### src/hdl/tmms_pkg.sv
// ----------------------------------------------------------------------------
// tmms_pkg: shared types and constants of the trimmed min/max stabilizer
// Holds the frame job record, the back-end state codes, register indexes and
// the sizing defaults used by the top level.
// ----------------------------------------------------------------------------
package tmms_pkg;

    localparam int MAX_PIXELS_DEFAULT    = 32768;
    localparam int HISTORY_DEPTH_DEFAULT = 8;
    localparam int DEPTH_CAP             = 8;

    localparam logic [1:0] REG_LOW_OUTLIER  = 2'd0;
    localparam logic [1:0] REG_HIGH_OUTLIER = 2'd1;
    localparam logic [1:0] REG_AVG_DEPTH    = 2'd2;

    typedef struct packed {
        logic [15:0] cap_high;
        logic [15:0] cap_low;
    } job_t;

    typedef enum logic [1:0] {
        ST_IDLE,
        ST_SUM,
        ST_DIV,
        ST_DONE
    } back_state_t;

endpackage

### src/hdl/tmms_front.sv
// ----------------------------------------------------------------------------
// tmms_front: sample intake and trimmed index capture
// Tracks the position within the frame, captures the samples at the low and
// high trimmed indexes and posts one job per frame on the last sample.
// ----------------------------------------------------------------------------
module tmms_front #(
    parameter int MAX_PIXELS = tmms_pkg::MAX_PIXELS_DEFAULT
) (
    input  logic                clk,
    input  logic                rst_n,
    input  logic [7:0]          low_cnt,
    input  logic [7:0]          high_cnt,
    input  logic                in_valid,
    output logic                in_ready,
    input  logic [15:0]         sample,
    input  logic [15:0]         frame_length,
    input  logic                last,
    output logic                job_valid,
    input  logic                job_ready,
    output tmms_pkg::job_t      job
);

    localparam int POS_W = $clog2(MAX_PIXELS);
    localparam logic [16:0] MAX_LEN = 17'(MAX_PIXELS);
    localparam logic [POS_W-1:0] POS_LAST = POS_W'(MAX_PIXELS - 1);

    logic [POS_W-1:0] pos_reg, pos_next;
    logic [15:0]      cap_low_reg, cap_low_next;
    logic [15:0]      cap_high_reg, cap_high_next;

    logic [16:0] len_raw;
    logic [16:0] len;
    logic [16:0] low_ext;
    logic [16:0] high_ext;
    logic [16:0] low_idx;
    logic [16:0] high_idx;
    logic [16:0] pos_ext;
    logic        accept;

    assign in_ready = job_ready;
    assign accept   = in_valid && in_ready;

    always_comb
    begin
        len_raw = {1'b0, frame_length};
        if (len_raw == 17'd0)
        begin
            len = 17'd1;
        end
        else if (len_raw > MAX_LEN)
        begin
            len = MAX_LEN;
        end
        else
        begin
            len = len_raw;
        end

        low_ext  = 17'(low_cnt);
        high_ext = 17'(high_cnt);
        low_idx  = (low_ext < len) ? low_ext : 17'd0;
        high_idx = ((high_ext + 17'd1) < len) ? (len - 17'd1 - high_ext) : (len - 17'd1);
        pos_ext  = 17'(pos_reg);

        cap_low_next  = cap_low_reg;
        cap_high_next = cap_high_reg;
        pos_next      = pos_reg;
        if (accept)
        begin
            if (pos_ext == low_idx)
            begin
                cap_low_next = sample;
            end
            if ((pos_ext == high_idx) || (last && (pos_ext < high_idx)))
            begin
                cap_high_next = sample;
            end
            if (last || (pos_reg == POS_LAST))
            begin
                pos_next = '0;
            end
            else
            begin
                pos_next = pos_reg + POS_W'(1);
            end
        end
    end

    assign job_valid     = accept && last;
    assign job.cap_low   = cap_low_next;
    assign job.cap_high  = cap_high_next;

    always_ff @(posedge clk or negedge rst_n)
    begin
        if (!rst_n)
        begin
            pos_reg      <= '0;
            cap_low_reg  <= '0;
            cap_high_reg <= '0;
        end
        else
        begin
            pos_reg      <= pos_next;
            cap_low_reg  <= cap_low_next;
            cap_high_reg <= cap_high_next;
        end
    end

endmodule

### src/hdl/tmms_queue.sv
// ----------------------------------------------------------------------------
// tmms_queue: two-entry job queue
// Decouples the sample intake from the averaging back end.
// ----------------------------------------------------------------------------
module tmms_queue (
    input  logic           clk,
    input  logic           rst_n,
    input  logic           push_valid,
    output logic           push_ready,
    input  tmms_pkg::job_t push_data,
    output logic           pop_valid,
    input  logic           pop_ready,
    output tmms_pkg::job_t pop_data
);

    tmms_pkg::job_t entry_reg [2];
    logic           wr_ptr_reg, wr_ptr_next;
    logic           rd_ptr_reg, rd_ptr_next;
    logic [1:0]     count_reg, count_next;
    logic           do_push;
    logic           do_pop;

    assign push_ready = (count_reg != 2'd2);
    assign pop_valid  = (count_reg != 2'd0);
    assign pop_data   = entry_reg[rd_ptr_reg];
    assign do_push    = push_valid && push_ready;
    assign do_pop     = pop_valid && pop_ready;

    always_comb
    begin
        wr_ptr_next = do_push ? ~wr_ptr_reg : wr_ptr_reg;
        rd_ptr_next = do_pop ? ~rd_ptr_reg : rd_ptr_reg;
        count_next  = count_reg;
        if (do_push && !do_pop)
        begin
            count_next = count_reg + 2'd1;
        end
        else if (do_pop && !do_push)
        begin
            count_next = count_reg - 2'd1;
        end
    end

    always_ff @(posedge clk)
    begin
        if (do_push)
        begin
            entry_reg[wr_ptr_reg] <= push_data;
        end
    end

    always_ff @(posedge clk or negedge rst_n)
    begin
        if (!rst_n)
        begin
            wr_ptr_reg <= 1'b0;
            rd_ptr_reg <= 1'b0;
            count_reg  <= 2'd0;
        end
        else
        begin
            wr_ptr_reg <= wr_ptr_next;
            rd_ptr_reg <= rd_ptr_next;
            count_reg  <= count_next;
        end
    end

endmodule

### src/hdl/tmms_back.sv
// ----------------------------------------------------------------------------
// tmms_back: rolling history, averaging and result register
// Unless the depth is zero, pushes each frame's captures into the histories,
// sums the filled entries one per cycle and divides both sums by the entry
// count bit-serially; it then presents the result on the output register.
// ----------------------------------------------------------------------------
module tmms_back #(
    parameter int HISTORY_DEPTH = tmms_pkg::HISTORY_DEPTH_DEFAULT
) (
    input  logic           clk,
    input  logic           rst_n,
    input  logic           clear,
    input  logic [3:0]     depth_cfg,
    input  logic           job_valid,
    output logic           job_ready,
    input  tmms_pkg::job_t job,
    output logic           out_valid,
    input  logic           out_ready,
    output logic [31:0]    out_data
);

    localparam int CNT_W     = $clog2(HISTORY_DEPTH + 1);
    localparam int IDX_W     = (HISTORY_DEPTH > 1) ? $clog2(HISTORY_DEPTH) : 1;
    localparam int SUM_W     = 16 + CNT_W;
    localparam int STEP_W    = $clog2(SUM_W + 1);
    localparam int DEPTH_LIM = (tmms_pkg::DEPTH_CAP < HISTORY_DEPTH) ?
                               tmms_pkg::DEPTH_CAP : HISTORY_DEPTH;

    tmms_pkg::back_state_t state_reg, state_next;

    logic [IDX_W-1:0]  slot_reg, slot_next;
    logic              full_reg, full_next;
    logic              out_valid_reg, out_valid_next;
    logic [31:0]       out_data_reg;

    logic [15:0]       hist_lo [HISTORY_DEPTH];
    logic [15:0]       hist_hi [HISTORY_DEPTH];

    logic [SUM_W-1:0]  acc_lo_reg;
    logic [SUM_W-1:0]  acc_hi_reg;
    logic [CNT_W-1:0]  rem_lo_reg;
    logic [CNT_W-1:0]  rem_hi_reg;
    logic [CNT_W-1:0]  cnt_reg;
    logic [CNT_W-1:0]  iter_reg;
    logic [STEP_W-1:0] step_reg;

    logic [CNT_W-1:0]  depth;
    logic              smooth;
    logic [IDX_W-1:0]  slot_use;
    logic [CNT_W-1:0]  slot_inc;
    logic [CNT_W-1:0]  count;
    logic              take;
    logic              sum_last;
    logic              div_last;
    logic              load_out;
    logic [CNT_W:0]    trial_lo;
    logic [CNT_W:0]    trial_hi;
    logic              ge_lo;
    logic              ge_hi;

    always_comb
    begin
        depth    = ({1'b0, depth_cfg} > 5'(DEPTH_LIM)) ? CNT_W'(DEPTH_LIM) : CNT_W'(depth_cfg);
        smooth   = (depth != '0);
        slot_use = (CNT_W'(slot_reg) >= depth) ? '0 : slot_reg;
        slot_inc = CNT_W'(slot_use) + CNT_W'(1);
        count    = full_reg ? depth : slot_inc;
        sum_last = ((iter_reg + CNT_W'(1)) == cnt_reg);
        div_last = (step_reg == STEP_W'(SUM_W - 1));
        trial_lo = {rem_lo_reg, acc_lo_reg[SUM_W-1]};
        trial_hi = {rem_hi_reg, acc_hi_reg[SUM_W-1]};
        ge_lo    = (trial_lo >= {1'b0, cnt_reg});
        ge_hi    = (trial_hi >= {1'b0, cnt_reg});
    end

    assign job_ready = (state_reg == tmms_pkg::ST_IDLE);
    assign take      = job_valid && job_ready;
    assign out_valid = out_valid_reg;
    assign out_data  = out_data_reg;

    always_comb
    begin
        state_next = state_reg;
        load_out   = 1'b0;
        unique case (state_reg)
            tmms_pkg::ST_IDLE:
            begin
                if (take)
                begin
                    state_next = smooth ? tmms_pkg::ST_SUM : tmms_pkg::ST_DONE;
                end
            end
            tmms_pkg::ST_SUM:
            begin
                if (sum_last)
                begin
                    state_next = tmms_pkg::ST_DIV;
                end
            end
            tmms_pkg::ST_DIV:
            begin
                if (div_last)
                begin
                    state_next = tmms_pkg::ST_DONE;
                end
            end
            tmms_pkg::ST_DONE:
            begin
                if (!out_valid_reg || out_ready)
                begin
                    load_out   = 1'b1;
                    state_next = tmms_pkg::ST_IDLE;
                end
            end
            default:
            begin
                state_next = tmms_pkg::ST_IDLE;
            end
        endcase

        out_valid_next = out_valid_reg;
        if (load_out)
        begin
            out_valid_next = 1'b1;
        end
        else if (out_ready)
        begin
            out_valid_next = 1'b0;
        end

        slot_next = slot_reg;
        full_next = full_reg;
        if (clear)
        begin
            slot_next = '0;
            full_next = 1'b0;
        end
        else if (take && smooth)
        begin
            if (slot_inc >= depth)
            begin
                slot_next = '0;
                full_next = 1'b1;
            end
            else
            begin
                slot_next = slot_inc[IDX_W-1:0];
            end
        end
    end

    always_ff @(posedge clk)
    begin
        if (take && smooth)
        begin
            hist_lo[slot_use] <= job.cap_low;
            hist_hi[slot_use] <= job.cap_high;
        end
    end

    always_ff @(posedge clk)
    begin
        unique case (state_reg)
            tmms_pkg::ST_IDLE:
            begin
                cnt_reg  <= count;
                iter_reg <= '0;
                if (smooth)
                begin
                    acc_lo_reg <= '0;
                    acc_hi_reg <= '0;
                end
                else
                begin
                    acc_lo_reg <= SUM_W'(job.cap_low);
                    acc_hi_reg <= SUM_W'(job.cap_high);
                end
            end
            tmms_pkg::ST_SUM:
            begin
                acc_lo_reg <= acc_lo_reg + SUM_W'(hist_lo[iter_reg[IDX_W-1:0]]);
                acc_hi_reg <= acc_hi_reg + SUM_W'(hist_hi[iter_reg[IDX_W-1:0]]);
                iter_reg   <= iter_reg + CNT_W'(1);
                rem_lo_reg <= '0;
                rem_hi_reg <= '0;
                step_reg   <= '0;
            end
            tmms_pkg::ST_DIV:
            begin
                rem_lo_reg <= ge_lo ? CNT_W'(trial_lo - {1'b0, cnt_reg}) : trial_lo[CNT_W-1:0];
                rem_hi_reg <= ge_hi ? CNT_W'(trial_hi - {1'b0, cnt_reg}) : trial_hi[CNT_W-1:0];
                acc_lo_reg <= {acc_lo_reg[SUM_W-2:0], ge_lo};
                acc_hi_reg <= {acc_hi_reg[SUM_W-2:0], ge_hi};
                step_reg   <= step_reg + STEP_W'(1);
            end
            tmms_pkg::ST_DONE:
            begin
                if (load_out)
                begin
                    out_data_reg <= {acc_hi_reg[15:0], acc_lo_reg[15:0]};
                end
            end
            default:
            begin
                iter_reg <= '0;
            end
        endcase
    end

    always_ff @(posedge clk or negedge rst_n)
    begin
        if (!rst_n)
        begin
            state_reg     <= tmms_pkg::ST_IDLE;
            slot_reg      <= '0;
            full_reg      <= 1'b0;
            out_valid_reg <= 1'b0;
        end
        else
        begin
            state_reg     <= state_next;
            slot_reg      <= slot_next;
            full_reg      <= full_next;
            out_valid_reg <= out_valid_next;
        end
    end

`ifndef ASSERT_OFF
    assert property (@(posedge clk) disable iff (!rst_n)
        clear |=> (slot_reg == '0) && !full_reg)
        else $error("history not cleared after register write");

    assert property (@(posedge clk) disable iff (!rst_n)
        (state_reg == tmms_pkg::ST_SUM) |-> (iter_reg < cnt_reg))
        else $error("history read beyond filled entries");

    assert property (@(posedge clk) disable iff (!rst_n)
        $rose(out_valid_reg) |-> ($past(state_reg) == tmms_pkg::ST_DONE))
        else $error("result presented without a finished job");
`endif

endmodule

### src/hdl/trimmed_minmax_stabilizer_top.sv
// Throughput: one sample per cycle while the 2-job queue has room; the back end
// sums the history, then divides bit-serially when averaging, one job at a time.
// Reset: position, captures, history pointer and fill flag clear; histories empty.
// ----------------------------------------------------------------------------
// trimmed_minmax_stabilizer_top: trimmed frame min/max with rolling average
// Holds the configuration registers and joins the intake, queue and back end.
// ----------------------------------------------------------------------------
module trimmed_minmax_stabilizer_top #(
    parameter int MAX_PIXELS    = tmms_pkg::MAX_PIXELS_DEFAULT,
    parameter int HISTORY_DEPTH = tmms_pkg::HISTORY_DEPTH_DEFAULT
) (
    input  logic        clk,
    input  logic        rst_n,
    input  logic        cfg_we,
    input  logic [1:0]  cfg_index,
    input  logic [7:0]  cfg_data,
    input  logic        s_axis_tvalid,
    output logic        s_axis_tready,
    input  logic [31:0] s_axis_tdata,   // sample[15:0], frame_length[31:16]
    input  logic        s_axis_tlast,
    output logic        m_axis_tvalid,
    input  logic        m_axis_tready,
    output logic [31:0] m_axis_tdata    // stable_min[15:0], stable_max[31:16]
);

    logic [7:0] low_cnt_reg, low_cnt_next;
    logic [7:0] high_cnt_reg, high_cnt_next;
    logic [3:0] depth_reg, depth_next;
    logic       clear;

    tmms_pkg::job_t push_job;
    tmms_pkg::job_t pop_job;
    logic           push_valid;
    logic           push_ready;
    logic           pop_valid;
    logic           pop_ready;

    always_comb
    begin
        low_cnt_next  = low_cnt_reg;
        high_cnt_next = high_cnt_reg;
        depth_next    = depth_reg;
        clear         = 1'b0;
        if (cfg_we)
        begin
            unique case (cfg_index)
                tmms_pkg::REG_LOW_OUTLIER:
                begin
                    low_cnt_next = cfg_data;
                    clear        = 1'b1;
                end
                tmms_pkg::REG_HIGH_OUTLIER:
                begin
                    high_cnt_next = cfg_data;
                    clear         = 1'b1;
                end
                tmms_pkg::REG_AVG_DEPTH:
                begin
                    depth_next = cfg_data[3:0];
                    clear      = 1'b1;
                end
                default:
                begin
                    clear = 1'b0;
                end
            endcase
        end
    end

    always_ff @(posedge clk or negedge rst_n)
    begin
        if (!rst_n)
        begin
            low_cnt_reg  <= '0;
            high_cnt_reg <= '0;
            depth_reg    <= '0;
        end
        else
        begin
            low_cnt_reg  <= low_cnt_next;
            high_cnt_reg <= high_cnt_next;
            depth_reg    <= depth_next;
        end
    end

    tmms_front #(
        .MAX_PIXELS (MAX_PIXELS)
    ) u_front (
        .clk          (clk),
        .rst_n        (rst_n),
        .low_cnt      (low_cnt_reg),
        .high_cnt     (high_cnt_reg),
        .in_valid     (s_axis_tvalid),
        .in_ready     (s_axis_tready),
        .sample       (s_axis_tdata[15:0]),
        .frame_length (s_axis_tdata[31:16]),
        .last         (s_axis_tlast),
        .job_valid    (push_valid),
        .job_ready    (push_ready),
        .job          (push_job)
    );

    tmms_queue u_queue (
        .clk        (clk),
        .rst_n      (rst_n),
        .push_valid (push_valid),
        .push_ready (push_ready),
        .push_data  (push_job),
        .pop_valid  (pop_valid),
        .pop_ready  (pop_ready),
        .pop_data   (pop_job)
    );

    tmms_back #(
        .HISTORY_DEPTH (HISTORY_DEPTH)
    ) u_back (
        .clk       (clk),
        .rst_n     (rst_n),
        .clear     (clear),
        .depth_cfg (depth_reg),
        .job_valid (pop_valid),
        .job_ready (pop_ready),
        .job       (pop_job),
        .out_valid (m_axis_tvalid),
        .out_ready (m_axis_tready),
        .out_data  (m_axis_tdata)
    );

endmodule

### config.mk
export PLATFORM = sky130hd
export DESIGN_NAME = trimmed_minmax_stabilizer_top
export DESIGN_NICKNAME = d
export VERILOG_FILES = /design/src/hdl/tmms_pkg.sv /design/src/hdl/tmms_front.sv /design/src/hdl/tmms_queue.sv /design/src/hdl/tmms_back.sv /design/src/hdl/trimmed_minmax_stabilizer_top.sv
export SDC_FILE = /design/constraint.sdc
export NUM_CORES = 1
export LEC_CHECK = 0
export BUFFER_PORTS_ARGS = -buffer_cell sky130_fd_sc_hd__buf_2
export CORE_MARGIN = 1.5
export CORE_UTILIZATION = 25
export CTS_BUF_LIST = sky130_fd_sc_hd__clkbuf_4
export CTS_CLUSTER_SIZE = 8
export DETAILED_ROUTE_END_ITERATION = 8
export HOLD_SLACK_MARGIN = 0.05
export SETUP_SLACK_MARGIN = 0.2
export SYNTH_ARGS = -nofsm -noshare
export SYNTH_HDL_FRONTEND = slang
export SYNTH_HIERARCHICAL = 1
export SYNTH_SLANG_ARGS = --single-unit
### constraint.sdc
create_clock -name clk -period 13.7 [get_ports clk]
set_input_delay 0.685 -clock clk [delete_from_list [all_inputs] [get_ports clk]]
set_output_delay 0.685 -clock clk [all_outputs]
set_load 0.02 [all_outputs]
==> impl_metrics.prom, run 1 <==
# TYPE chip_impl_metric gauge
chip_impl_info{name="run_status",value="finished clean"} 1
chip_impl_metric{name="grt_first_pass_wirelength",unit="um"} 88800
chip_impl_metric{name="critical_path_required",unit="ns"} 14.25
chip_impl_info{name="min_delay_worst_endpoint",value="u_front/cap_low_reg[10]"} 1
chip_impl_info{name="worst-setup-path-type",value="input pin to flip-flop"} 1
chip_impl_metric{name="syn2layout_area_growth",unit="%"} 15.1
chip_impl_metric{name="setup_total_negative_slack",unit="ns"} 0
chip_impl_metric{name="final_antenna_net_count",unit=""} 0
chip_impl_metric{name="max_cap_viol_count",unit=""} 0
chip_impl_info{name="yosys-top-cells-area",value="edfxtp_1 52%, dfrtp_1 8.2%, mux4_2 6.0%, ha_1 5.1%, mux2_2 3.7%"} 1
chip_impl_metric{name="total_cts_buffers",unit=""} 117
chip_impl_metric{name="portBuffers",unit=""} 81
chip_impl_metric{name="floorplan.rows",unit=""} 113
chip_impl_metric{name="leakage",unit="nW"} 9.88
chip_impl_metric{name="first_drt_iteration_drcs",unit=""} 998
chip_impl_metric{name="clkSinkCount",unit=""} 494
chip_impl_info{name="critical_path.startpoint_type",value="input pin"} 1
chip_impl_info{name="critical_path.top_delay_family",value="compound AO/OA/AOI/OAI gates"} 1
chip_impl_metric{name="synthArstFlopShare",unit=""} 0.158
chip_impl_metric{name="hpwlAfterDp",unit="um"} 37400
chip_impl_metric{name="timing_hold_violations_final",unit=""} 0
chip_impl_info{name="yosysMostFrequentCell",value="edfxtp_1"} 1
chip_impl_info{name="cell_at_the_root_of_the_clock_tree",value="clkbuf_4"} 1
chip_impl_metric{name="antenna_violations_before_repair",unit=""} 10
chip_impl_metric{name="synth.yosys.seq_area_share",unit=""} 0.604
chip_impl_metric{name="synth.ff_latch_count",unit=""} 494
chip_impl_info{name="reg2reg_to",value="u_queue/entry_reg[1][31]"} 1
chip_impl_metric{name="finish.cell_count_without_fillers",unit=""} 3218
chip_impl_metric{name="hold_buf_cts",unit=""} 21
chip_impl_metric{name="drive_gt1_frac",unit=""} 0.261
chip_impl_info{name="most_common_cell_type_on_the_critical_path",value="o21ai_0"} 1
chip_impl_info{name="synth_ff_type",value="edfxtp_1"} 1
chip_impl_metric{name="track_usage",unit=""} 0.116
chip_impl_metric{name="grt_pass1_vias",unit=""} 15700
chip_impl_metric{name="worstSetupPathDepth",unit=""} 25
chip_impl_metric{name="initial_core_util",unit=""} 0.252
chip_impl_metric{name="die_h",unit="um"} 312
chip_impl_metric{name="mean_instance_size_in_the_synthesized_netlist",unit="um^2"} 14.4
chip_impl_metric{name="place_congestion",unit=""} 0.898
chip_impl_metric{name="cells_on_worst_reg2reg_path",unit=""} 21
chip_impl_metric{name="post_cts.repair.setup_buffers",unit=""} 0
chip_impl_info{name="min_from",value="s_axis_tdata[10]"} 1
chip_impl_metric{name="max_freq",unit="GHz"} 0.160
chip_impl_metric{name="firstDrtPassIters",unit=""} 8
chip_impl_metric{name="fp.coreArea",unit="mm^2"} 0.0949
chip_impl_info{name="synth.largest_area_cell",value="edfxtp_1"} 1
chip_impl_metric{name="routed-via-count",unit=""} 15000
chip_impl_metric{name="final_nets",unit=""} 1999
chip_impl_metric{name="worst_ep_arrival_time",unit="ns"} 6.82
chip_impl_metric{name="setup-violations-final",unit=""} 0
chip_impl_metric{name="i_o_pin_count",unit=""} 82
chip_impl_metric{name="synth_area",unit="mm^2"} 0.0239
chip_impl_info{name="synth.top_cells.by_count",value="413 x edfxtp_1, 105 x nand2_1, 98 x nor2_1, 97 x ha_1, 87 x o21ai_0"} 1
chip_impl_metric{name="critical_path.max_stage_delay",unit="ns"} 0.69
chip_impl_metric{name="drv_slew",unit=""} 0
chip_impl_info{name="tritoncts_clock_tree",value="built"} 1
chip_impl_metric{name="synth.lib_cells_used.distinct",unit=""} 92
chip_impl_metric{name="worst_slew_pin_slew",unit="ns"} 0.989
chip_impl_info{name="crit_path_top_delay_cell",value="o211ai_4"} 1
chip_impl_metric{name="final.min_clock_period",unit="ns"} 6.27
chip_impl_metric{name="insertion_delay",unit="ns"} 0.88
chip_impl_info{name="hold_path_class",value="input pin to flip-flop"} 1
chip_impl_metric{name="cts.repair.resized",unit=""} 0
chip_impl_metric{name="utilization",unit=""} 0.290
chip_impl_metric{name="power.ir.vdd_worst",unit="V"} 0.0000756
chip_impl_metric{name="post_layout_power",unit="mW"} 5.79
chip_impl_metric{name="worstPathMaxFanout",unit=""} 16
chip_impl_metric{name="final.hold.worst_slack",unit="ns"} 0.151
chip_impl_metric{name="die_area",unit="mm^2"} 0.0974
chip_impl_metric{name="number_of_cells_in_the_design_after_placement",unit=""} 2974
chip_impl_info{name="end_kind",value="flip-flop"} 1
chip_impl_metric{name="cts.reportedPaths.clkPinSlew",unit="ns"} 0.07
chip_impl_metric{name="route.detailed.vias_per_inst",unit=""} 4.65
chip_impl_metric{name="syn_inst",unit=""} 1661
chip_impl_info{name="unrepaired_setup_endpoints_after_global_routing",value="no"} 1
chip_impl_metric{name="final_min_period_over_clock_period",unit=""} 0.458
chip_impl_metric{name="ys.warnings.count",unit=""} 6
chip_impl_metric{name="slew_headroom",unit=""} 0.340
chip_impl_metric{name="floorplan.die.width",unit="um"} 312
chip_impl_metric{name="synth_edf_count",unit=""} 413
chip_impl_metric{name="timing.hold.worst_path_depth",unit=""} 2
chip_impl_metric{name="gr-total-overflow",unit=""} 0
chip_impl_metric{name="post-route-drc-count",unit=""} 0
chip_impl_metric{name="grt_start_max_net_pins",unit=""} 66
chip_impl_metric{name="reg2reg_slack",unit="ns"} 7.95
chip_impl_metric{name="critical_path.n_buffers_inverters",unit=""} 2
chip_impl_metric{name="mappedNetlistNets",unit=""} 1811
chip_impl_info{name="rr_startpoint",value="high_cnt_reg[0]"} 1
chip_impl_metric{name="postRouteWirelength",unit="um"} 56900
chip_impl_metric{name="wire_per_inst",unit="um"} 17.7
chip_impl_metric{name="finalClockSkew",unit="ns"} 0.0815
chip_impl_metric{name="clock_tree.htree_level_count",unit=""} 3
chip_impl_metric{name="synth_top_area_share",unit=""} 0.520
chip_impl_metric{name="power.density_cell_area",unit="mW/mm^2"} 211
chip_impl_metric{name="n_fill_cell",unit=""} 9490
chip_impl_metric{name="buffer_depth_of_the_longest_clock_path",unit=""} 3
## cells by family after synthesis
family	count (synthesis)	share of synthesized area
flops	494	0.604
simple gates	369	0.0762
compound gates	315	0.0875
mux	195	0.128
buf+inv	111	0.0223
fa+ha+maj	102	0.0550
xor+xnor	75	0.0275
## report_power, final
part | total [mW] | internal (mW) | switching, mW
Clock | 1.16 | 0.564 | 0.591
Combinational | 2.36 | 0.981 | 1.38
Sequential | 2.28 | 2.09 | 0.187
Total | 5.79 | 3.63 | 2.16
## through the flow
step / setup WS, ns / cell area, um^2
CTS: 7.72 / 27500
detailed placement: 6.80 / 25800
global placement: 6.96 / 25800
finish: 7.43 / 27500
floorplan: 7.89 / 23900
global route: 7.12 / 27500
## worst max-delay path by stage
stage,to,start
after floorplan,u_queue/entry_reg[0][21],s_axis_tdata[26]
after global placement,u_queue/entry_reg[0][31],s_axis_tdata[26]
after detailed placement,u_queue/entry_reg[1][31],s_axis_tdata[26]
after CTS,u_queue/entry_reg[1][31],s_axis_tdata[26]
after global routing,u_queue/entry_reg[1][31],s_axis_tdata[26]
final,u_queue/entry_reg[1][31],s_axis_tdata[26]
## layer usage
metal / up-vias / GRT usage / share of wire
met5: - / 0 / 0.0022
met4: 18 / 0.0519 / 0.029
met3: 135 / 0.0220 / 0.051
met2: 447 / 0.199 / 0.50
met1: 7488 / 0.141 / 0.42
li1: 6883 / - / -
## layout by cell type (no fill, tap or decap), drive strengths merged, types with 11 or more instances in the layout
master       instances
nor2b               11
edfxtp             413
nand2              106
xor2                35
nor2                98
a21o                17
nand3               30
buf                106
nor4                13
xnor2               40
mux4                64
dfrtp               78
dlygate4sd3         21
a22oi               20
or3                 12
mux2               118
mux2i               13
clkbuf             165
ha                  97
a21oi               62
o211ai              12
nand2b              18
nor3                29
clkinv              54
inv                 54
o21a                13
o21ai               96
nand4               13
## worst reg2reg max path, stage by stage (launching register included)
cell and delay [ns]:
dfrtp_1 0.46, ha_1 0.22, nand3_1 0.15, nor2_1 0.17
xnor2_1 0.15, ha_1 0.28, a22o_1 0.22, o41ai_1 0.34
a2111oi_2 0.13, buf_4 0.22, or3_1 0.44, nor3_1 0.22
xor2_1 0.12, ha_1 0.31, a21oi_1 0.06, o21ai_0 0.27
nor2_1 0.07, o211a_1 0.11, o21ai_0 0.22, a21oi_1 0.14
o211ai_4 0.69, mux2_2 0.46
## final cells by class
type / count / area, um^2 / area share
Clock inverter: 57 / 254 / 0.00925
Sequential cell: 494 / 14400 / 0.525
Inverter: 53 / 199 / 0.00724
Timing Repair Buffer: 127 / 806 / 0.0293
Tap cell: 1265 / 1580 / 0.0576
Antenna cell: 1 / 2.50 / 0.0000911
Multi-Input combinational cell: 1056 / 8960 / 0.326
Clock buffer: 165 / 1240 / 0.0451
Power figures use the tool's default switching activity.
==> run 2: changes to the inputs <==
==> constraint.sdc (replaced) <==
create_clock -name clk -period 5.9 [get_ports clk]
set_input_delay 0.295 -clock clk [delete_from_list [all_inputs] [get_ports clk]]
set_output_delay 0.295 -clock clk [all_outputs]
set_load 0.02 [all_outputs]
==> run 2 against run 1 <==
Compared with the run above: clock power rose by 140%; utilization grew 0.32 points; sequential share of layout area fell by 0.57 points; wire length rose by 0.60%; power rose by 130%; critical path depth shrank 4; worst hold slack better by 0.10 ns; final area up 1.1%; worst setup slack lost 6.8 ns; register-to-register slack worse by 7.3 ns; sequential power is 140% higher; final cell count grew 0.65%.
==> impl_metrics.prom, run 2 (synthesized netlist as in run 1, its figures left out) <==
# TYPE chip_impl_metric gauge
chip_impl_metric{name="first_drt_iteration_drcs",unit=""} 1033
chip_impl_info{name="most-common-layout-cells",value="413 x edfxtp_1, 172 x clkbuf_4, 105 x nand2_1, 97 x ha_1, 92 x nor2_1"} 1
chip_impl_metric{name="utilization",unit=""} 0.293
chip_impl_info{name="critical_path.startpoint_type",value="flip-flop"} 1
chip_impl_info{name="hold_path_class",value="input pin to async pin"} 1
chip_impl_info{name="run_status",value="finished clean"} 1
chip_impl_metric{name="hpwlAfterDp",unit="um"} 38700
chip_impl_metric{name="drive_gt1_frac",unit=""} 0.265
chip_impl_metric{name="gr-total-overflow",unit=""} 0
chip_impl_metric{name="portBuffers",unit=""} 81
chip_impl_metric{name="routed-via-count",unit=""} 15000
chip_impl_info{name="cell_at_the_root_of_the_clock_tree",value="clkbuf_4"} 1
chip_impl_metric{name="finalClockSkew",unit="ns"} 0.100
chip_impl_metric{name="floorplan.rows",unit=""} 113
chip_impl_metric{name="total_cts_buffers",unit=""} 117
chip_impl_metric{name="max_freq",unit="GHz"} 0.190
chip_impl_metric{name="final_nets",unit=""} 2024
chip_impl_metric{name="cts.reportedPaths.clkPinSlew",unit="ns"} 0.07
chip_impl_metric{name="initial_core_util",unit=""} 0.252
chip_impl_metric{name="power.ir.vdd_worst",unit="V"} 0.000241
chip_impl_metric{name="route.detailed.vias_per_inst",unit=""} 4.62
chip_impl_metric{name="timing_hold_violations_final",unit=""} 0
chip_impl_metric{name="track_usage",unit=""} 0.116
chip_impl_metric{name="postRouteWirelength",unit="um"} 57200
chip_impl_metric{name="clkSinkCount",unit=""} 494
chip_impl_metric{name="critical_path_required",unit="ns"} 6.46
chip_impl_metric{name="number_of_cells_in_the_design_after_placement",unit=""} 2983
chip_impl_metric{name="i_o_pin_count",unit=""} 82
chip_impl_metric{name="finish.cell_count_without_fillers",unit=""} 3239
chip_impl_metric{name="place_congestion",unit=""} 0.876
chip_impl_metric{name="setup-violations-final",unit=""} 0
chip_impl_info{name="end_kind",value="flip-flop"} 1
chip_impl_metric{name="syn2layout_area_growth",unit="%"} 16.3
chip_impl_metric{name="leakage",unit="nW"} 10.0
chip_impl_metric{name="die_area",unit="mm^2"} 0.0974
chip_impl_metric{name="grt_pass1_vias",unit=""} 15500
chip_impl_info{name="worst-setup-path-type",value="flip-flop to flip-flop"} 1
chip_impl_metric{name="final.hold.worst_slack",unit="ns"} 0.252
chip_impl_info{name="tritoncts_clock_tree",value="built"} 1
chip_impl_metric{name="wire_per_inst",unit="um"} 17.7
chip_impl_metric{name="slew_headroom",unit=""} 0.250
chip_impl_metric{name="final_min_period_over_clock_period",unit=""} 0.894
chip_impl_metric{name="worst_slew_pin_slew",unit="ns"} 1.13
chip_impl_metric{name="drv_slew",unit=""} 0
chip_impl_metric{name="die_h",unit="um"} 312
chip_impl_metric{name="post-route-drc-count",unit=""} 0
chip_impl_info{name="unrepaired_setup_endpoints_after_global_routing",value="no"} 1
chip_impl_metric{name="cells_on_worst_reg2reg_path",unit=""} 21
chip_impl_metric{name="insertion_delay",unit="ns"} 0.91
chip_impl_metric{name="grt_first_pass_wirelength",unit="um"} 89000
chip_impl_metric{name="clock_tree.htree_level_count",unit=""} 3
chip_impl_metric{name="buffer_depth_of_the_longest_clock_path",unit=""} 3
chip_impl_metric{name="worstPathMaxFanout",unit=""} 16
chip_impl_metric{name="final_antenna_net_count",unit=""} 0
chip_impl_metric{name="power.density_cell_area",unit="mW/mm^2"} 489
chip_impl_metric{name="antenna_violations_before_repair",unit=""} 13
chip_impl_metric{name="grt_start_max_net_pins",unit=""} 67
chip_impl_metric{name="final.min_clock_period",unit="ns"} 5.28
chip_impl_metric{name="fp.coreArea",unit="mm^2"} 0.0949
chip_impl_metric{name="max_cap_viol_count",unit=""} 0
chip_impl_metric{name="firstDrtPassIters",unit=""} 7
chip_impl_info{name="final_common_cell",value="edfxtp_1"} 1
chip_impl_metric{name="worst_ep_arrival_time",unit="ns"} 5.84
chip_impl_metric{name="floorplan.die.width",unit="um"} 312
==> run 2: cell count changes in the layout (fill, tap and decap cells not counted), moves of 2 or more <==
cell           change
buf_12             +2
clkinv_1          -10
clkinv_2           -6
dlygate4sd3_1     +16
diode_2            +4
buf_4              +7
clkbuf_4           +7
==> run 2: power by group <==
group / switching (mW) / leakage (nW) / internal, mW
clock: 1.36 / 0.897 / 1.39
sequential: 0.505 / 4.86 / 4.85
combinational: 3.16 / 4.26 / 2.31
total: 5.03 / 10.0 / 8.55
==> run 2: layout make-up <==
type / count / area (um^2)
fillers: 9523 / 67100
flip-flops and latches: 494 / 14400
multi-input cells: 1056 / 8980
well taps: 1265 / 1580
clock buffers: 172 / 1290
repair buffers: 152 / 1060
clock inverters: 42 / 220
inverters: 53 / 199
diodes: 5 / 12.5
==> run 2: repair_timing <==
item,CTS,global route
buffers inserted,0,0
hold buffers,37,0
endpoints found under the hold margin,215,0
resized for setup,0,2
endpoints found under the setup margin,0,38
==> run 2: final timing paths <==
check	to	slack, ns	from
max in group asynchronous	u_front/cap_high_reg[12]	4.94	rst_n
min in group clk	u_front/cap_high_reg[13]	0.26	s_axis_tdata[13]
worst max register to register	u_queue/entry_reg[0][17]	0.62	high_cnt_reg[0]
worst max-delay path	u_queue/entry_reg[0][17]	0.62	high_cnt_reg[0]
worst min register to register	u_queue/count_reg[1]	0.49	u_queue/count_reg[1]
worst min-delay path	u_front/cap_high_reg[8]	0.25	rst_n
==> run 2: routing by layer <==
layer | part of all wire | wire length, um | global-route usage
met3 | 0.047 | 2690 | 0.0217
met2 | 0.49 | 28100 | 0.197
met4 | 0.026 | 1470 | 0.0469
met1 | 0.43 | 24800 | 0.145
met5 | 0.0024 | 135 | 0
==> run 2: through the flow <==
| stage | area (um^2) | total power [mW] | setup TNS [ns] | worst slack (ns) |
|---|---|---|---|---|
| after floorplan | 23900 | 9.36 | 0 | 0.471 |
| after detailed placement | 25900 | 10.9 | -0.146 | -0.0167 |
| after global routing | 27800 | 14.5 | 0 | 0.216 |
| after CTS | 27700 | 13.7 | 0 | 0.493 |
| final | 27800 | 13.6 | 0 | 0.623 |
| after global placement | 25900 | 10.7 | 0 | 0.0714 |
==> run 2: critical path: stages (launching register included) <==
cell       delay (ns)
dfrtp_1          0.46
ha_1             0.23
nand3_1          0.15
nor2_1           0.16
xnor2_1          0.16
ha_1             0.28
a22o_1           0.22
o41ai_2          0.35
a2111oi_4        0.19
or3_1            0.46
nor3_1           0.20
xor2_1           0.10
ha_1             0.30
a21oi_1          0.06
o21ai_0          0.28
nor2_1           0.08
o211a_1          0.12
o21ai_0          0.24
a21oi_1          0.15
o211ai_4         0.23
buf_12           0.20
mux2_2           0.37
==> run 3: changes to the inputs <==
--- a/config.mk
+++ b/config.mk
@@ -8,7 +8,6 @@
 export BUFFER_PORTS_ARGS = -buffer_cell sky130_fd_sc_hd__buf_2
 export CORE_MARGIN = 1.5
 export CORE_UTILIZATION = 25
-export CTS_BUF_LIST = sky130_fd_sc_hd__clkbuf_4
 export CTS_CLUSTER_SIZE = 8
 export DETAILED_ROUTE_END_ITERATION = 8
 export HOLD_SLACK_MARGIN = 0.05
==> run 3 against run 2 <==
Compared with the run above: first-iteration DRC count is 7.1% higher; sequential power about the same; via count decreased by 2.4%; flip-flop and latch count is the same; register-to-register slack improved by 0.11 ns; non-clock buffer count shrank 10; count of clock-buffer cells in the layout decreased by 61; highest routed layer unchanged.
==> impl_metrics.prom, run 3 (synthesized netlist as in run 1, its figures left out) <==
# TYPE chip_impl_metric gauge
chip_impl_metric{name="slew_headroom",unit=""} 0.240
chip_impl_metric{name="final_nets",unit=""} 1968
chip_impl_info{name="worst-setup-path-type",value="input pin to flip-flop"} 1
chip_impl_metric{name="finish.cell_count_without_fillers",unit=""} 3130
chip_impl_metric{name="dpl_worst_slack",unit="ns"} -0.0167
chip_impl_metric{name="floorplan.rows",unit=""} 113
chip_impl_metric{name="number_of_cells_in_the_design_after_placement",unit=""} 2983
chip_impl_metric{name="hpwlAfterDp",unit="um"} 38700
chip_impl_metric{name="insertion_delay",unit="ns"} 0.61
chip_impl_metric{name="worstPathMaxFanout",unit=""} 16
chip_impl_metric{name="worst_ep_arrival_time",unit="ns"} 5.59
chip_impl_metric{name="buffer_depth_of_the_longest_clock_path",unit=""} 3
chip_impl_metric{name="final_min_period_over_clock_period",unit=""} 0.890
chip_impl_metric{name="total_cts_buffers",unit=""} 71
chip_impl_metric{name="max_freq",unit="GHz"} 0.191
chip_impl_metric{name="critical_path_required",unit="ns"} 6.24
chip_impl_metric{name="drive_gt1_frac",unit=""} 0.224
chip_impl_info{name="most-common-layout-cells",value="413 x edfxtp_1, 105 x nand2_1, 97 x ha_1, 92 x nor2_1, 85 x o21ai_0"} 1
chip_impl_metric{name="final_antenna_net_count",unit=""} 0
chip_impl_info{name="most_common_cell_type_on_the_critical_path",value="ha_1"} 1
chip_impl_metric{name="route.detailed.vias_per_inst",unit=""} 4.67
chip_impl_metric{name="first_drt_iteration_drcs",unit=""} 1106
chip_impl_metric{name="timing_hold_violations_final",unit=""} 0
chip_impl_metric{name="final.hold.worst_slack",unit="ns"} 0.141
chip_impl_info{name="final_common_cell",value="edfxtp_1"} 1
chip_impl_metric{name="routed-via-count",unit=""} 14600
chip_impl_metric{name="cells_on_worst_reg2reg_path",unit=""} 21
chip_impl_metric{name="drv_slew",unit=""} 0
chip_impl_metric{name="die_area",unit="mm^2"} 0.0974
chip_impl_metric{name="floorplan.die.width",unit="um"} 312
chip_impl_metric{name="final.min_clock_period",unit="ns"} 5.25
chip_impl_info{name="rr_startpoint",value="high_cnt_reg[0]"} 1
chip_impl_metric{name="firstDrtPassIters",unit=""} 5
chip_impl_info{name="cell_at_the_root_of_the_clock_tree",value="clkbuf_16"} 1
chip_impl_metric{name="post-route-drc-count",unit=""} 0
chip_impl_info{name="run_status",value="finished clean"} 1
chip_impl_metric{name="worst_slew_pin_slew",unit="ns"} 1.14
chip_impl_info{name="tritoncts_clock_tree",value="built"} 1
chip_impl_metric{name="power.ir.vdd_worst",unit="V"} 0.000251
chip_impl_info{name="critical_path.startpoint_type",value="input pin"} 1
chip_impl_info{name="critical_path.top_delay_family",value="compound AO/OA/AOI/OAI gates"} 1
chip_impl_metric{name="clkSinkCount",unit=""} 494
chip_impl_metric{name="track_usage",unit=""} 0.116
chip_impl_metric{name="postRouteWirelength",unit="um"} 57200
chip_impl_metric{name="post_layout_power",unit="mW"} 14.6
chip_impl_metric{name="gr-total-overflow",unit=""} 0
chip_impl_metric{name="place_congestion",unit=""} 0.876
chip_impl_metric{name="initial_core_util",unit=""} 0.252
chip_impl_metric{name="finalClockSkew",unit="ns"} 0.0256
chip_impl_metric{name="setup-violations-final",unit=""} 0
chip_impl_metric{name="max_cap_viol_count",unit=""} 0
chip_impl_metric{name="reg2reg_slack",unit="ns"} 0.73
chip_impl_metric{name="grt_start_max_net_pins",unit=""} 67
chip_impl_metric{name="clock_tree.htree_level_count",unit=""} 3
chip_impl_metric{name="leakage",unit="nW"} 10.1
chip_impl_metric{name="wire_per_inst",unit="um"} 18.3
chip_impl_metric{name="critical_path.max_stage_delay",unit="ns"} 0.39
chip_impl_metric{name="grt_first_pass_wirelength",unit="um"} 89100
chip_impl_metric{name="portBuffers",unit=""} 81
chip_impl_metric{name="critical_path.n_buffers_inverters",unit=""} 3
chip_impl_metric{name="worstSetupPathDepth",unit=""} 25
chip_impl_metric{name="antenna_violations_before_repair",unit=""} 12
chip_impl_info{name="unrepaired_setup_endpoints_after_global_routing",value="no"} 1
chip_impl_metric{name="i_o_pin_count",unit=""} 82
chip_impl_metric{name="fp.coreArea",unit="mm^2"} 0.0949
chip_impl_metric{name="cts.reportedPaths.clkPinSlew",unit="ns"} 0.05
chip_impl_info{name="reg2reg_to",value="u_queue/entry_reg[0][17]"} 1
chip_impl_info{name="end_kind",value="flip-flop"} 1
chip_impl_metric{name="grt_pass1_vias",unit=""} 15200
chip_impl_metric{name="power.density_cell_area",unit="mW/mm^2"} 516
chip_impl_metric{name="final.setup.worst_slack",unit="ns"} 0.651
chip_impl_info{name="crit_path_top_delay_cell",value="or3_1"} 1
chip_impl_metric{name="syn2layout_area_growth",unit="%"} 18.2
chip_impl_metric{name="die_h",unit="um"} 312
chip_impl_info{name="hold_path_class",value="input pin to async pin"} 1
==> run 3: changes by cell type in the layout (fill, tap and decap cells not counted), sizes merged <==
cell and change:
bufinv -1, inv -1, dlygate4sd3 -10, clkbuf -61, clkinv -33, diode -2, clkinvlp -1
==> run 3: timing repair <==
| item | in CTS | in global routing |
|---|---|---|
| buffers inserted | 0 | 0 |
| hold buffers | 27 | 0 |
| endpoints found under the hold margin | 115 | 0 |
| resized for setup | 0 | 6 |
| setup endpoints to repair | 0 | 38 |
==> run 3: layout make-up <==
class                   count  area [um^2]
clock buffers             111         1930
fillers                  9393        66600
inverters                  53          199
clock inverters             6          135
flip-flops and latches    494        14400
multi-input cells        1056         8990
well taps                1265         1580
diodes                      3         7.51
repair buffers            142          958
==> run 3: how the worst max path moves through the flow <==
| stage | startpoint | to | slack [ns] |
|---|---|---|---|
| floorplan | depth_reg[3] | u_back/hist_hi[2][0] | 0.47 |
| global placement | s_axis_tdata[26] | u_queue/entry_reg[0][31] | 0.07 |
| detailed placement | s_axis_tdata[20] | u_queue/entry_reg[1][20] | -0.02 |
| CTS | high_cnt_reg[0] | u_queue/entry_reg[1][18] | 0.53 |
| global route | s_axis_tdata[26] | u_queue/entry_reg[0][17] | 0.22 |
| finish | s_axis_tdata[26] | u_queue/entry_reg[0][17] | 0.65 |
==> run 3: worst register-to-register path: stages (launching register included) <==
cell and delay (ns):
dfrtp_1 0.45, ha_1 0.23, nand3_1 0.15, nor2_1 0.16, xnor2_1 0.16, ha_1 0.28
a22o_1 0.22, o41ai_2 0.35, a2111oi_4 0.20, or3_1 0.46, nor3_1 0.20, xor2_1 0.10
ha_1 0.30, a21oi_1 0.06, o21ai_1 0.20, nor2_1 0.07, o211a_1 0.11, o21ai_0 0.24
a21oi_1 0.15, o211ai_4 0.23, buf_12 0.20, mux2_2 0.38
==> run 3: stage by stage <==
| stage | util | cell area, um^2 | setup TNS (ns) |
|---|---|---|---|
| after floorplan | - | 23900 | 0 |
| after global placement | 0.273 | 25900 | 0 |
| after detailed placement | 0.273 | 25900 | -0.146 |
| after CTS | 0.297 | 28200 | 0 |
| after global routing | 0.297 | 28200 | 0 |
| final | 0.297 | 28200 | 0 |
==> run 3: power by group <==
part	internal, mW	switching [mW]
Clock	2.25	1.49
Combinational	2.30	3.16
Sequential	4.86	0.508
Total	9.41	5.15
==> run 3: layer usage <==
| metal | GRT usage | vias to the layer above | share of wire |
|---|---|---|---|
| met4 | 0.0426 | 18 | 0.025 |
| met1 | 0.150 | 7323 | 0.44 |
| met2 | 0.197 | 419 | 0.49 |
| met3 | 0.0198 | 117 | 0.048 |
| met5 | 0 | - | 0.0024 |
| li1 | - | 6738 | - |
